[src/design/lpkv_pkg.sv]
// shared types, codes and constants for the linear-probe key-value table
// no dependencies; every other design file refers to it by scoped names
package lpkv_pkg;

   // default sizing
   localparam int TABLE_BITS_DEF  = 12;
   localparam int PROBE_LIMIT_DEF = 32;
   localparam int VALUE_BITS_DEF  = 64;
   localparam int MAX_TABLE_BITS  = 20;

   // fibonacci hash multiplier, split into 32-bit halves
   localparam logic [63:0] GOLDEN_MULT = 64'd11400714819323198485;
   localparam logic [31:0] GOLDEN_LO   = GOLDEN_MULT[31:0];
   localparam logic [31:0] GOLDEN_HI   = GOLDEN_MULT[63:32];

   // hash takes one 32x32 partial product per step
   localparam int HASH_STEPS  = 3;
   localparam int QUEUE_DEPTH = 2;

   // request kinds
   localparam logic [1:0] KIND_GET = 2'd0;
   localparam logic [1:0] KIND_PUT = 2'd1;

   // result status codes
   localparam logic [1:0] ST_OK      = 2'd0;
   localparam logic [1:0] ST_MISS    = 2'd1;
   localparam logic [1:0] ST_FULL    = 2'd2;
   localparam logic [1:0] ST_BADKIND = 2'd3;

   typedef struct packed {
      logic [1:0]  kind;
      logic [63:0] key;
      logic [63:0] value_in;
   } req_type;

   typedef struct packed {
      logic [1:0]  status;
      logic [63:0] value_out;
   } rsp_type;

   typedef enum logic [1:0] {
      OP_GET,
      OP_PUT,
      OP_BAD
   } op_type;

   // classified item handed from front to back
   typedef struct packed {
      op_type                    op;
      logic [63:0]               key;
      logic [63:0]               value;
      logic [MAX_TABLE_BITS-1:0] home;
   } work_type;

   typedef struct packed {
      logic clearing;
   } back_status_type;

   typedef enum logic [1:0] {
      F_IDLE,
      F_HASH,
      F_PUSH
   } front_state_type;

   typedef enum logic [2:0] {
      B_CLEAR,
      B_IDLE,
      B_PROBE,
      B_CHECK,
      B_DONE
   } back_state_type;

endpackage

[src/design/lpkv_queue.sv]
// short fifo of classified items between front and back
// depends on lpkv_pkg for the item type and depth
module lpkv_queue (
   input  logic               clock,
   input  logic               reset,
   input  logic               push_valid,
   output logic               push_full,
   input  lpkv_pkg::work_type push_item,
   output logic               pop_valid,
   input  logic               pop,
   output lpkv_pkg::work_type pop_item
);

   localparam int Depth = lpkv_pkg::QUEUE_DEPTH;
   localparam int PtrW  = (Depth > 1) ? $clog2(Depth) : 1;
   localparam int CntW  = $clog2(Depth + 1);

   lpkv_pkg::work_type entry_ff [Depth];
   logic [PtrW-1:0]    wr_ptr_ff, wr_ptr_in;
   logic [PtrW-1:0]    rd_ptr_ff, rd_ptr_in;
   logic [CntW-1:0]    count_ff, count_in;
   logic               do_push, do_pop;

   assign push_full = (count_ff == CntW'(Depth));
   assign pop_valid = (count_ff != '0);
   assign do_push   = push_valid && !push_full;
   assign do_pop    = pop && pop_valid;
   assign pop_item  = entry_ff[rd_ptr_ff];

   always_comb begin
      wr_ptr_in = wr_ptr_ff;
      rd_ptr_in = rd_ptr_ff;
      if (do_push) begin
         wr_ptr_in = (wr_ptr_ff == PtrW'(Depth - 1)) ? '0 : PtrW'(wr_ptr_ff + 1'b1);
      end
      if (do_pop) begin
         rd_ptr_in = (rd_ptr_ff == PtrW'(Depth - 1)) ? '0 : PtrW'(rd_ptr_ff + 1'b1);
      end
      case ({do_push, do_pop})
         2'b10:   count_in = CntW'(count_ff + 1'b1);
         2'b01:   count_in = CntW'(count_ff - 1'b1);
         default: count_in = count_ff;
      endcase
   end

   always_ff @(posedge clock) begin
      if (reset) begin
         wr_ptr_ff <= '0;
         rd_ptr_ff <= '0;
         count_ff  <= '0;
      end else begin
         wr_ptr_ff <= wr_ptr_in;
         rd_ptr_ff <= rd_ptr_in;
         count_ff  <= count_in;
      end
   end

   always_ff @(posedge clock) begin
      if (do_push) begin
         entry_ff[wr_ptr_ff] <= push_item;
      end
   end

endmodule

[config.mk]
export PLATFORM = sky130hd
export DESIGN_NAME = lpkv_queue
export DESIGN_NICKNAME = d
export VERILOG_FILES = /design/src/design/lpkv_pkg.sv /design/src/design/lpkv_queue.sv
export SDC_FILE = /design/constraint.sdc
export NUM_CORES = 1
export LEC_CHECK = 0
export BUFFER_PORTS_ARGS = -buffer_cell sky130_fd_sc_hd__buf_4
export CORE_UTILIZATION = 40
export DETAILED_ROUTE_END_ITERATION = 7
export HOLD_SLACK_MARGIN = 0.08
export SLEW_MARGIN = 25
export SYNTH_ARGS = -nofsm -noshare
export SYNTH_HDL_FRONTEND = slang
export SYNTH_SLANG_ARGS = --single-unit
[constraint.sdc]
create_clock -name clock -period 7.2 [get_ports clock]
set_clock_uncertainty 0.2 [all_clocks]
set_input_delay 1.08 -clock clock [delete_from_list [all_inputs] [get_ports clock]]
set_output_delay 1.08 -clock clock [all_outputs]
set_load 0.1 [all_outputs]
==> results.sh <==
export IMPL_status="finished clean"
export IMPL_core_area_sq_um=27000
export IMPL_hp_class="reg2reg"
export IMPL_reg2reg_depth=5
export IMPL_grtUsageTotal=0.156
export IMPL_grt_pass1_wl_microns=33500
export IMPL_cp_arrival_ps=3060
export IMPL_yosysUniqueCellTypes=19
export IMPL_drive_gt1_frac=0.609
export IMPL_drtAntennaViolNets=0
export IMPL_ys_seq_area_frac=0.825
export IMPL_hold_start="wr_ptr_ff"
export IMPL_cts_buffers=34
export IMPL_drc=0
export IMPL_worst_hold_path_num_cells=2
export IMPL_syn_inst=493
export IMPL_syn_to_final_growth_pct=34.5
export IMPL_hold_ws_ps=320
export IMPL_setup_violations=0
export IMPL_cp_required_ps=5920
export IMPL_yosys_top_cells_area="edfxtp_1 (82%), mux2_2 (15%), dfxtp_1 (0.91%)"
export IMPL_period_needed_ps=4340
export IMPL_clk_pin_slew_ps=60
export IMPL_cts_buffer_depth=3
export IMPL_hold_viol_final=0
export IMPL_htree_levels=2
export IMPL_syn_num_nets=648
export IMPL_rsz0062_at_grt="false"
export IMPL_hold_end="wr_ptr_ff"
export IMPL_synth_top_area_frac=0.816
export IMPL_drt_pass1_iterations=4
export IMPL_r2r_start="count_ff[0]"
export IMPL_insertedDiodeCount=0
export IMPL_crit_path_end_kind="output port"
export IMPL_clockRootBuffer="clkbuf_16"
export IMPL_synth_top_cell_by_area="edfxtp_1"
export IMPL_fin_nets=977
export IMPL_cts_setup_buffers=0
export IMPL_io_pins=306
export IMPL_crit_top_cell="buf_4"
export IMPL_io_buffer_count=305
export IMPL_slew_headroom=0.328
export IMPL_overflow=0
export IMPL_ys_warn_count=0
export IMPL_cp_start_kind="flip-flop"
export IMPL_synthesis_area_per_instance_sq_um=22.4
export IMPL_post_drt_wl_per_cell_microns=19.1
export IMPL_worstMarginPinSlew_ps=1010
export IMPL_r2r_end="entry_ff[0][40]"
export IMPL_max_cap_violations=0
export IMPL_die_w_microns=168
export IMPL_cts_hold_fix_buffers=0
export IMPL_final_cell_mix="buf_4 (310), edfxtp_1 (300), mux2_2 (150)"
export IMPL_finalSetupTns_ps=0
export IMPL_core_rowCount=60
export IMPL_via_per_inst=4.78
export IMPL_worstSetupPathType="reg2out"
export IMPL_grt_pass1_vias=6076
export IMPL_die_h_microns=168
export IMPL_clkLatencyLatePin_ps=500
export IMPL_place_congestion=0.752
export IMPL_hpwl_microns=14800
export IMPL_tritoncts="yes"
export IMPL_slowest_delay_ps=940
export IMPL_final_common_cell="buf_4"
export IMPL_fp_dieArea_sq_um=28300
export IMPL_reg2reg_slack_ps=4050
export IMPL_routed_wl_microns=22600
export IMPL_initial_core_util=0.408
export IMPL_path_cells="buf_4 > mux2_2 > buf_4"
export IMPL_initialDrtViolationCount=282
export IMPL_cts_sinks=305
export IMPL_antenna_found_initial=0
export IMPL_ctsResizeCount=0
export IMPL_slowest_stage="dfxtp_4"
export IMPL_worstPathMaxFanout=69
export IMPL_min_period_over_period=0.603
export IMPL_slew_viol_final=0
export IMPL_ys_ff_latch=305
export IMPL_vias=5674
export IMPL_grt_max_degree=100
export IMPL_syn_cell_area_sq_um=11000
export IMPL_fmax_mhz=230
-- layer usage --
layer  vias to the layer above  track usage  wire, microns
met2                       228        0.263          11100
met1                      2773        0.177           8610
met5                         -            0              0
met3                        50       0.0658           2250
met4                         0       0.0581            668
li1                       2623            -              -
-- cells in the mapped netlist --
cell	n
o21ai_0	2
inv_1	2
or2_2	1
dfxtp_1	5
edfxtp_1	300
and3_1	1
inv_2	1
xor2_1	1
mux2_2	150
o21a_1	1
or3_1	2
buf_4	11
buf_2	6
nor2_1	3
a21oi_1	2
nand2b_2	1
nand2_1	1
ha_1	1
xnor2_1	2
-- final cells by class --
| cell class | instances | area, sq um |
|---|---|---|
| Timing Repair Buffer | 310 | 2330 |
| Tap cell | 341 | 427 |
| Inverter | 3 | 16.3 |
| Sequential cell | 305 | 9110 |
| Fill cell | 2126 | 12200 |
| Clock inverter | 15 | 173 |
| Clock buffer | 45 | 976 |
| Multi-Input combinational cell | 168 | 1810 |
-- metrics by stage --
step / worst slack [ps] / cell area (sq um) / instances / util
after global placement: 3440 / 13700 / 1127 / 0.507
after floorplan: 1900 / 11000 / 493 / -
final: 2860 / 14800 / 1187 / 0.549
after detailed placement: 3380 / 13700 / 1127 / 0.507
after CTS: 2840 / 14800 / 1187 / 0.549
after global routing: 2670 / 14800 / 1187 / 0.549
-- worst max-delay path, delay by kind of cell, from the launching register on --
| kind | cells | cell delay [ps] |
|---|---|---|
| buffers and inverters | 2 | 1040 |
| multiplexers | 1 | 430 |
| flip-flops | 1 | 940 |
-- sequential cells by signal (all words and copies together) (netlist names), named ones only --
register,count
entry_ff,300
wr_ptr_ff,1
rd_ptr_ff,1
count_ff,2
-- logic make-up after synthesis --
kind of cell	synth area share
AO/OA/AOI/OAI	0.00249
buffers and inverters	0.0112
AND/OR/NAND/NOR	0.00442
XOR/XNOR	0.00238
multiplexers	0.153
adder cells (fa/ha/maj)	0.00113
flip-flops	0.825
-- how the worst max path moves through the flow --
| stage | to | cells after the start | slack (ps) | from |
|---|---|---|---|---|
| 2_1_floorplan | entry_ff[1][0] | 1 | 1900 | push_valid |
| 3_3_place_gp | pop_item[0] | 3 | 3440 | flip-flop |
| 3_5_place_dp | pop_item[112] | 3 | 3380 | flip-flop |
| 4_1_cts | pop_item[112] | 3 | 2840 | flip-flop |
| 5_1_grt | pop_item[9] | 3 | 2670 | flip-flop |
| 6_report | pop_item[3] | 3 | 2860 | flip-flop |
Power is not shown: default switching activity piles up to over one toggle a cycle in this logic, so the estimate is an artifact.
