### src/design/lpkv_pkg.sv
// shared types, codes and constants for the linear-probe key-value table
// no dependencies; every other design file refers to it by scoped names
package lpkv_pkg;

   // default sizing
   localparam int TABLE_BITS_DEF  = 12;
   localparam int PROBE_LIMIT_DEF = 32;
   localparam int VALUE_BITS_DEF  = 64;
   localparam int MAX_TABLE_BITS  = 20;

   // fibonacci hash multiplier, split into 32-bit halves
   localparam logic [63:0] GOLDEN_MULT = 64'd11400714819323198485;
   localparam logic [31:0] GOLDEN_LO   = GOLDEN_MULT[31:0];
   localparam logic [31:0] GOLDEN_HI   = GOLDEN_MULT[63:32];

   // hash takes one 32x32 partial product per step
   localparam int HASH_STEPS  = 3;
   localparam int QUEUE_DEPTH = 2;

   // request kinds
   localparam logic [1:0] KIND_GET = 2'd0;
   localparam logic [1:0] KIND_PUT = 2'd1;

   // result status codes
   localparam logic [1:0] ST_OK      = 2'd0;
   localparam logic [1:0] ST_MISS    = 2'd1;
   localparam logic [1:0] ST_FULL    = 2'd2;
   localparam logic [1:0] ST_BADKIND = 2'd3;

   typedef struct packed {
      logic [1:0]  kind;
      logic [63:0] key;
      logic [63:0] value_in;
   } req_type;

   typedef struct packed {
      logic [1:0]  status;
      logic [63:0] value_out;
   } rsp_type;

   typedef enum logic [1:0] {
      OP_GET,
      OP_PUT,
      OP_BAD
   } op_type;

   // classified item handed from front to back
   typedef struct packed {
      op_type                    op;
      logic [63:0]               key;
      logic [63:0]               value;
      logic [MAX_TABLE_BITS-1:0] home;
   } work_type;

   typedef struct packed {
      logic clearing;
   } back_status_type;

   typedef enum logic [1:0] {
      F_IDLE,
      F_HASH,
      F_PUSH
   } front_state_type;

   typedef enum logic [2:0] {
      B_CLEAR,
      B_IDLE,
      B_PROBE,
      B_CHECK,
      B_DONE
   } back_state_type;

endpackage

### src/design/lpkv_front.sv
// front end: accepts requests, classifies the kind, computes the home slot
// depends on lpkv_pkg; uses one shared 32x32 multiplier over three steps
module lpkv_front #(
   parameter int TABLE_BITS = lpkv_pkg::TABLE_BITS_DEF
) (
   input  logic                     clock,
   input  logic                     reset,
   input  logic                     req_valid,
   output logic                     req_stall,
   input  lpkv_pkg::req_type        req_data,
   input  lpkv_pkg::back_status_type back_status,
   output logic                     push_valid,
   input  logic                     push_full,
   output lpkv_pkg::work_type       push_item
);

   localparam int StepW = $clog2(lpkv_pkg::HASH_STEPS);

   lpkv_pkg::front_state_type state_ff, state_in;
   logic [StepW-1:0]          step_ff, step_in;
   lpkv_pkg::op_type          op_ff;
   logic [63:0]               key_ff;
   logic [63:0]               value_ff;
   logic [31:0]               hi_ff, hi_in;
   logic                      accept;
   logic [31:0]               mul_a, mul_b;
   logic [63:0]               prod;

   assign req_stall = (state_ff != lpkv_pkg::F_IDLE) || back_status.clearing;
   assign accept    = req_valid && !req_stall;

   // operand selection for the partial products that reach the top word
   always_comb begin
      case (step_ff)
         StepW'(0): begin
            mul_a = key_ff[31:0];
            mul_b = lpkv_pkg::GOLDEN_LO;
         end
         StepW'(1): begin
            mul_a = key_ff[63:32];
            mul_b = lpkv_pkg::GOLDEN_LO;
         end
         default: begin
            mul_a = key_ff[31:0];
            mul_b = lpkv_pkg::GOLDEN_HI;
         end
      endcase
      prod = 64'(mul_a) * 64'(mul_b);
   end

   always_comb begin
      state_in   = state_ff;
      step_in    = step_ff;
      hi_in      = hi_ff;
      push_valid = 1'b0;
      case (state_ff)
         lpkv_pkg::F_IDLE: begin
            step_in = '0;
            if (accept) begin
               if (req_data.kind inside {lpkv_pkg::KIND_GET, lpkv_pkg::KIND_PUT}) begin
                  state_in = lpkv_pkg::F_HASH;
               end else begin
                  state_in = lpkv_pkg::F_PUSH;
               end
            end
         end
         lpkv_pkg::F_HASH: begin
            if (step_ff == StepW'(0)) begin
               hi_in = prod[63:32];
            end else begin
               hi_in = hi_ff + prod[31:0];
            end
            step_in = StepW'(step_ff + 1'b1);
            if (step_ff == StepW'(lpkv_pkg::HASH_STEPS - 1)) begin
               state_in = lpkv_pkg::F_PUSH;
            end
         end
         lpkv_pkg::F_PUSH: begin
            push_valid = 1'b1;
            if (!push_full) begin
               state_in = lpkv_pkg::F_IDLE;
            end
         end
         default: begin
            state_in = lpkv_pkg::F_IDLE;
         end
      endcase
   end

   always_ff @(posedge clock) begin
      if (reset) begin
         state_ff <= lpkv_pkg::F_IDLE;
         step_ff  <= '0;
      end else begin
         state_ff <= state_in;
         step_ff  <= step_in;
      end
   end

   always_ff @(posedge clock) begin
      hi_ff <= hi_in;
      if (accept) begin
         key_ff   <= req_data.key;
         value_ff <= req_data.value_in;
         case (req_data.kind)
            lpkv_pkg::KIND_GET: op_ff <= lpkv_pkg::OP_GET;
            lpkv_pkg::KIND_PUT: op_ff <= lpkv_pkg::OP_PUT;
            default:            op_ff <= lpkv_pkg::OP_BAD;
         endcase
      end
   end

   always_comb begin
      push_item.op    = op_ff;
      push_item.key   = key_ff;
      push_item.value = value_ff;
      push_item.home  = lpkv_pkg::MAX_TABLE_BITS'(hi_ff[31 -: TABLE_BITS]);
   end

endmodule

### config.mk
export PLATFORM = sky130hd
export DESIGN_NAME = lpkv_front
export DESIGN_NICKNAME = d
export VERILOG_FILES = /design/src/design/lpkv_pkg.sv /design/src/design/lpkv_front.sv
export SDC_FILE = /design/constraint.sdc
export NUM_CORES = 2
export LEC_CHECK = 0
export BUFFER_PORTS_ARGS = -buffer_cell sky130_fd_sc_hd__buf_4
export CAP_MARGIN = 20
export CORE_ASPECT_RATIO = 0.8
export CORE_MARGIN = 4
export CORE_UTILIZATION = 45
export DETAILED_ROUTE_END_ITERATION = 6
export PLACE_DENSITY = 0.69
export SYNTH_ARGS = -nofsm -noshare
export SYNTH_HDL_FRONTEND = slang
export SYNTH_SLANG_ARGS = --single-unit
### constraint.sdc
create_clock -name clock -period 27.5 [get_ports clock]
set_input_delay 5.5 -clock clock [delete_from_list [all_inputs] [get_ports clock]]
set_output_delay 5.5 -clock clock [all_outputs]
set_load 0.01 [all_outputs]
==> reports/metrics.cfg <==
[grt]
grt_usage_pct = 24.7
antenna_found_initial = 0
grt_pass1_wl_mm = 138
grt_pass1_vias = 22400
grt_max_degree = 58
grt-ovfl-total = 0

[synth]
synth_cell_types = 68
synth-edff-count = 162
synth_warnings = 0
ys_seq_area_share_pct = 15.5
synth_ff_type = edfxtp_1
synth_seq_cells = 166
postSynthAreaPerCell_um2 = 10.5
netlist_instances = 3033
synthTopCellsByArea = fa_1 (38%), ha_1 (20%), edfxtp_1 (15%)
synth_top_cell_by_area = fa_1
netlist_area_um2 = 32000
yosysTopAreaCellShare_pct = 37.8
synth-async-reset-ratio_pct = 0

[detailed_routing]
wl_per_cell_um = 21.8
vias = 22200
drt_iter0_markers = 2127
first_pass_iters = 6
drc = 0
viasPerCell = 5.30
antenna_left = 0
wl_mm = 91.4

[floorplanning]
chipHeight_um = 246
die_width_um = 306
ios = 287
core_area_um2 = 70400
rows = 87
die-area_um2 = 75400
start_util_pct = 45.4

[worst_setup_path]
cp-end-kind = output port
r2r-end = hi_ff[31]
r2r_cells = 37
critPathLaunchType = input pin
reg2reg_setup_slack_ns = 16.94
crit_type = in -> out
setup.worst_path.end = req_stall
crit_arrival_ns = 5.99
r2r-start = step_ff[1]
crit_start = back_status
critPathRequiredTime_ns = 22.00
path_max_fanout = 2

[layout]
fin_area_um2 = 35500
layout-drive-gt1-share_pct = 11.1
fill_cells = 6359
fin_nets = 4484
antenna_cells = 0
area_growth_pct = 11.0

[cts]
clkLatencyLatePin_ns = 0.50
hold_buffers = 0
ctsResizeCount = 0
post_cts_buffers = 0
cts.clk_slew.worst_paths_ns = 0.09
cts_buffers = 17
cts_tree = done
clock_sink_count = 166
clock_path_buffers = 2
cts_root_buf = clkbuf_16
h-tree-depth = 4

[timing]
setup-tns-final_ns = 0
slew_headroom_pct = 39.7
rsz0062_at_grt = false
clock_skew_ns = 0.0148
finalCritPeriodShare_pct = 41.8
fin_crit_ns = 11.49
setup_viol = 0
finalHoldViolations = 0
worst_slew_pin_slew_ns = 0.899
fmaxAchievable_mhz = 87.0
slew_viol_final = 0

[min_path]
hp-class = reg -> reg

[placed_design]
place_congestion = 0.993
hpwl_mm = 79.8
numPortBuffers = 278
placed_cell_area_um2 = 34900

[run]
cap_violations = 0

[status]
status = complete, no violations

worst min path at each step:
stage	startpoint	endpoint	slack (ns)	depth (start not counted)
2_1_floorplan	state_ff[0]	step_ff[0]	0.47	2
3_3_place_gp	state_ff[0]	step_ff[0]	0.52	2
3_5_place_dp	state_ff[0]	step_ff[0]	0.52	2
4_1_cts	step_ff[0]	step_ff[0]	0.54	2
5_1_grt	step_ff[0]	step_ff[0]	0.57	2
6_report	step_ff[0]	step_ff[0]	0.53	2
through the flow:
| step | worst slack (ns) | util (%) | cells | hold WS, ns |
|---|---|---|---|---|
| 2_1_floorplan | 16.26 | - | 3071 | 0.468 |
| 3_3_place_gp | 15.93 | 49.6 | 4160 | 0.521 |
| 3_5_place_dp | 16.00 | 49.6 | 4160 | 0.522 |
| 4_1_cts | 16.00 | 50.4 | 4192 | 0.537 |
| 5_1_grt | 15.94 | 50.4 | 4193 | 0.572 |
| 6_report | 16.01 | 50.4 | 4193 | 0.532 |
synth_stat cells (all sizes together) (3+ instances only):
| cell type | n |
|---|---|
| xnor2 | 71 |
| and2 | 7 |
| o311ai | 4 |
| and3 | 10 |
| fa | 604 |
| o21ai | 96 |
| clkinv | 3 |
| buf | 29 |
| nand3 | 24 |
| a21oi | 129 |
| nand4 | 20 |
| o21a | 11 |
| nor3 | 18 |
| a221oi | 4 |
| a31oi | 9 |
| or2 | 5 |
| or3 | 8 |
| and4 | 4 |
| nor2b | 10 |
| nand2 | 173 |
| o31ai | 6 |
| edfxtp | 162 |
| a211oi | 13 |
| dfxtp | 4 |
| a31o | 5 |
| a21boi | 5 |
| nor2 | 65 |
| o211ai | 10 |
| o21bai | 18 |
| xor2 | 31 |
| ha | 499 |
| clkbuf | 103 |
| mux2i | 16 |
| a21o | 49 |
| o22ai | 3 |
| inv | 739 |
| or4 | 3 |
| nand2b | 7 |
| a211o | 5 |
| mux2 | 26 |
| a22oi | 5 |
placed cells by master (no fill, tap or decap), types with 26 or more instances in the layout:
cell type and n:
a21o_1 49, a21oi_1 129, buf_4 287, conb_1 40
edfxtp_1 162, fa_1 604, ha_1 497, inv_1 738
mux2_2 26, nand2_1 173, nor2_1 64, o21ai_0 74
xnor2_1 71, xor2_1 31
kinds of logic (layout without fill, tap and decap cells):
group / count (synthesis) / in the layout / synth area share [%]
buf+inv: 874 / 1062 / 10.5
simple gates: 359 / 359 / 5.08
fa+ha+maj: 1104 / 1104 / 57.3
compound gates: 384 / 384 / 7.37
xor+xnor: 102 / 102 / 2.79
other cells: 2 / 40 / 0.0235
mux: 42 / 42 / 1.42
flops: 166 / 166 / 15.5
cell type report:
| cell class | count | area [um^2] | share of cell area (%) |
|---|---|---|---|
| clock inverter | 15 | 151 | 0.426 |
| inverter | 742 | 2790 | 7.84 |
| sequential | 166 | 4940 | 13.9 |
| timing repair buffer | 288 | 2170 | 6.12 |
| multi-input combinational | 2031 | 23900 | 67.2 |
| tap | 934 | 1170 | 3.29 |
| clock buffer | 17 | 425 | 1.20 |
routing by layer:
metal	part of all wire [%]	global-route usage, %	vias up
met5	0	0	-
met4	2.2	5.88	0
met3	11	7.96	124
met2	44	36.4	1008
met1	43	35.6	11100
li1	-	-	9986
registers in the layout, summed over array words and instances (netlist names):
register  cells
hi_ff        32
key_ff       64
op_ff         2
state_ff      2
step_ff       2
value_ff     64
worst max-delay path, stage by stage:
cell,delay (ns)
buf_4,0.11
nor3_1,0.18
inv_1,0.06
buf_4,0.14
Power is not shown: default switching activity piles up to over one toggle a cycle in this logic, so the estimate is an artifact.
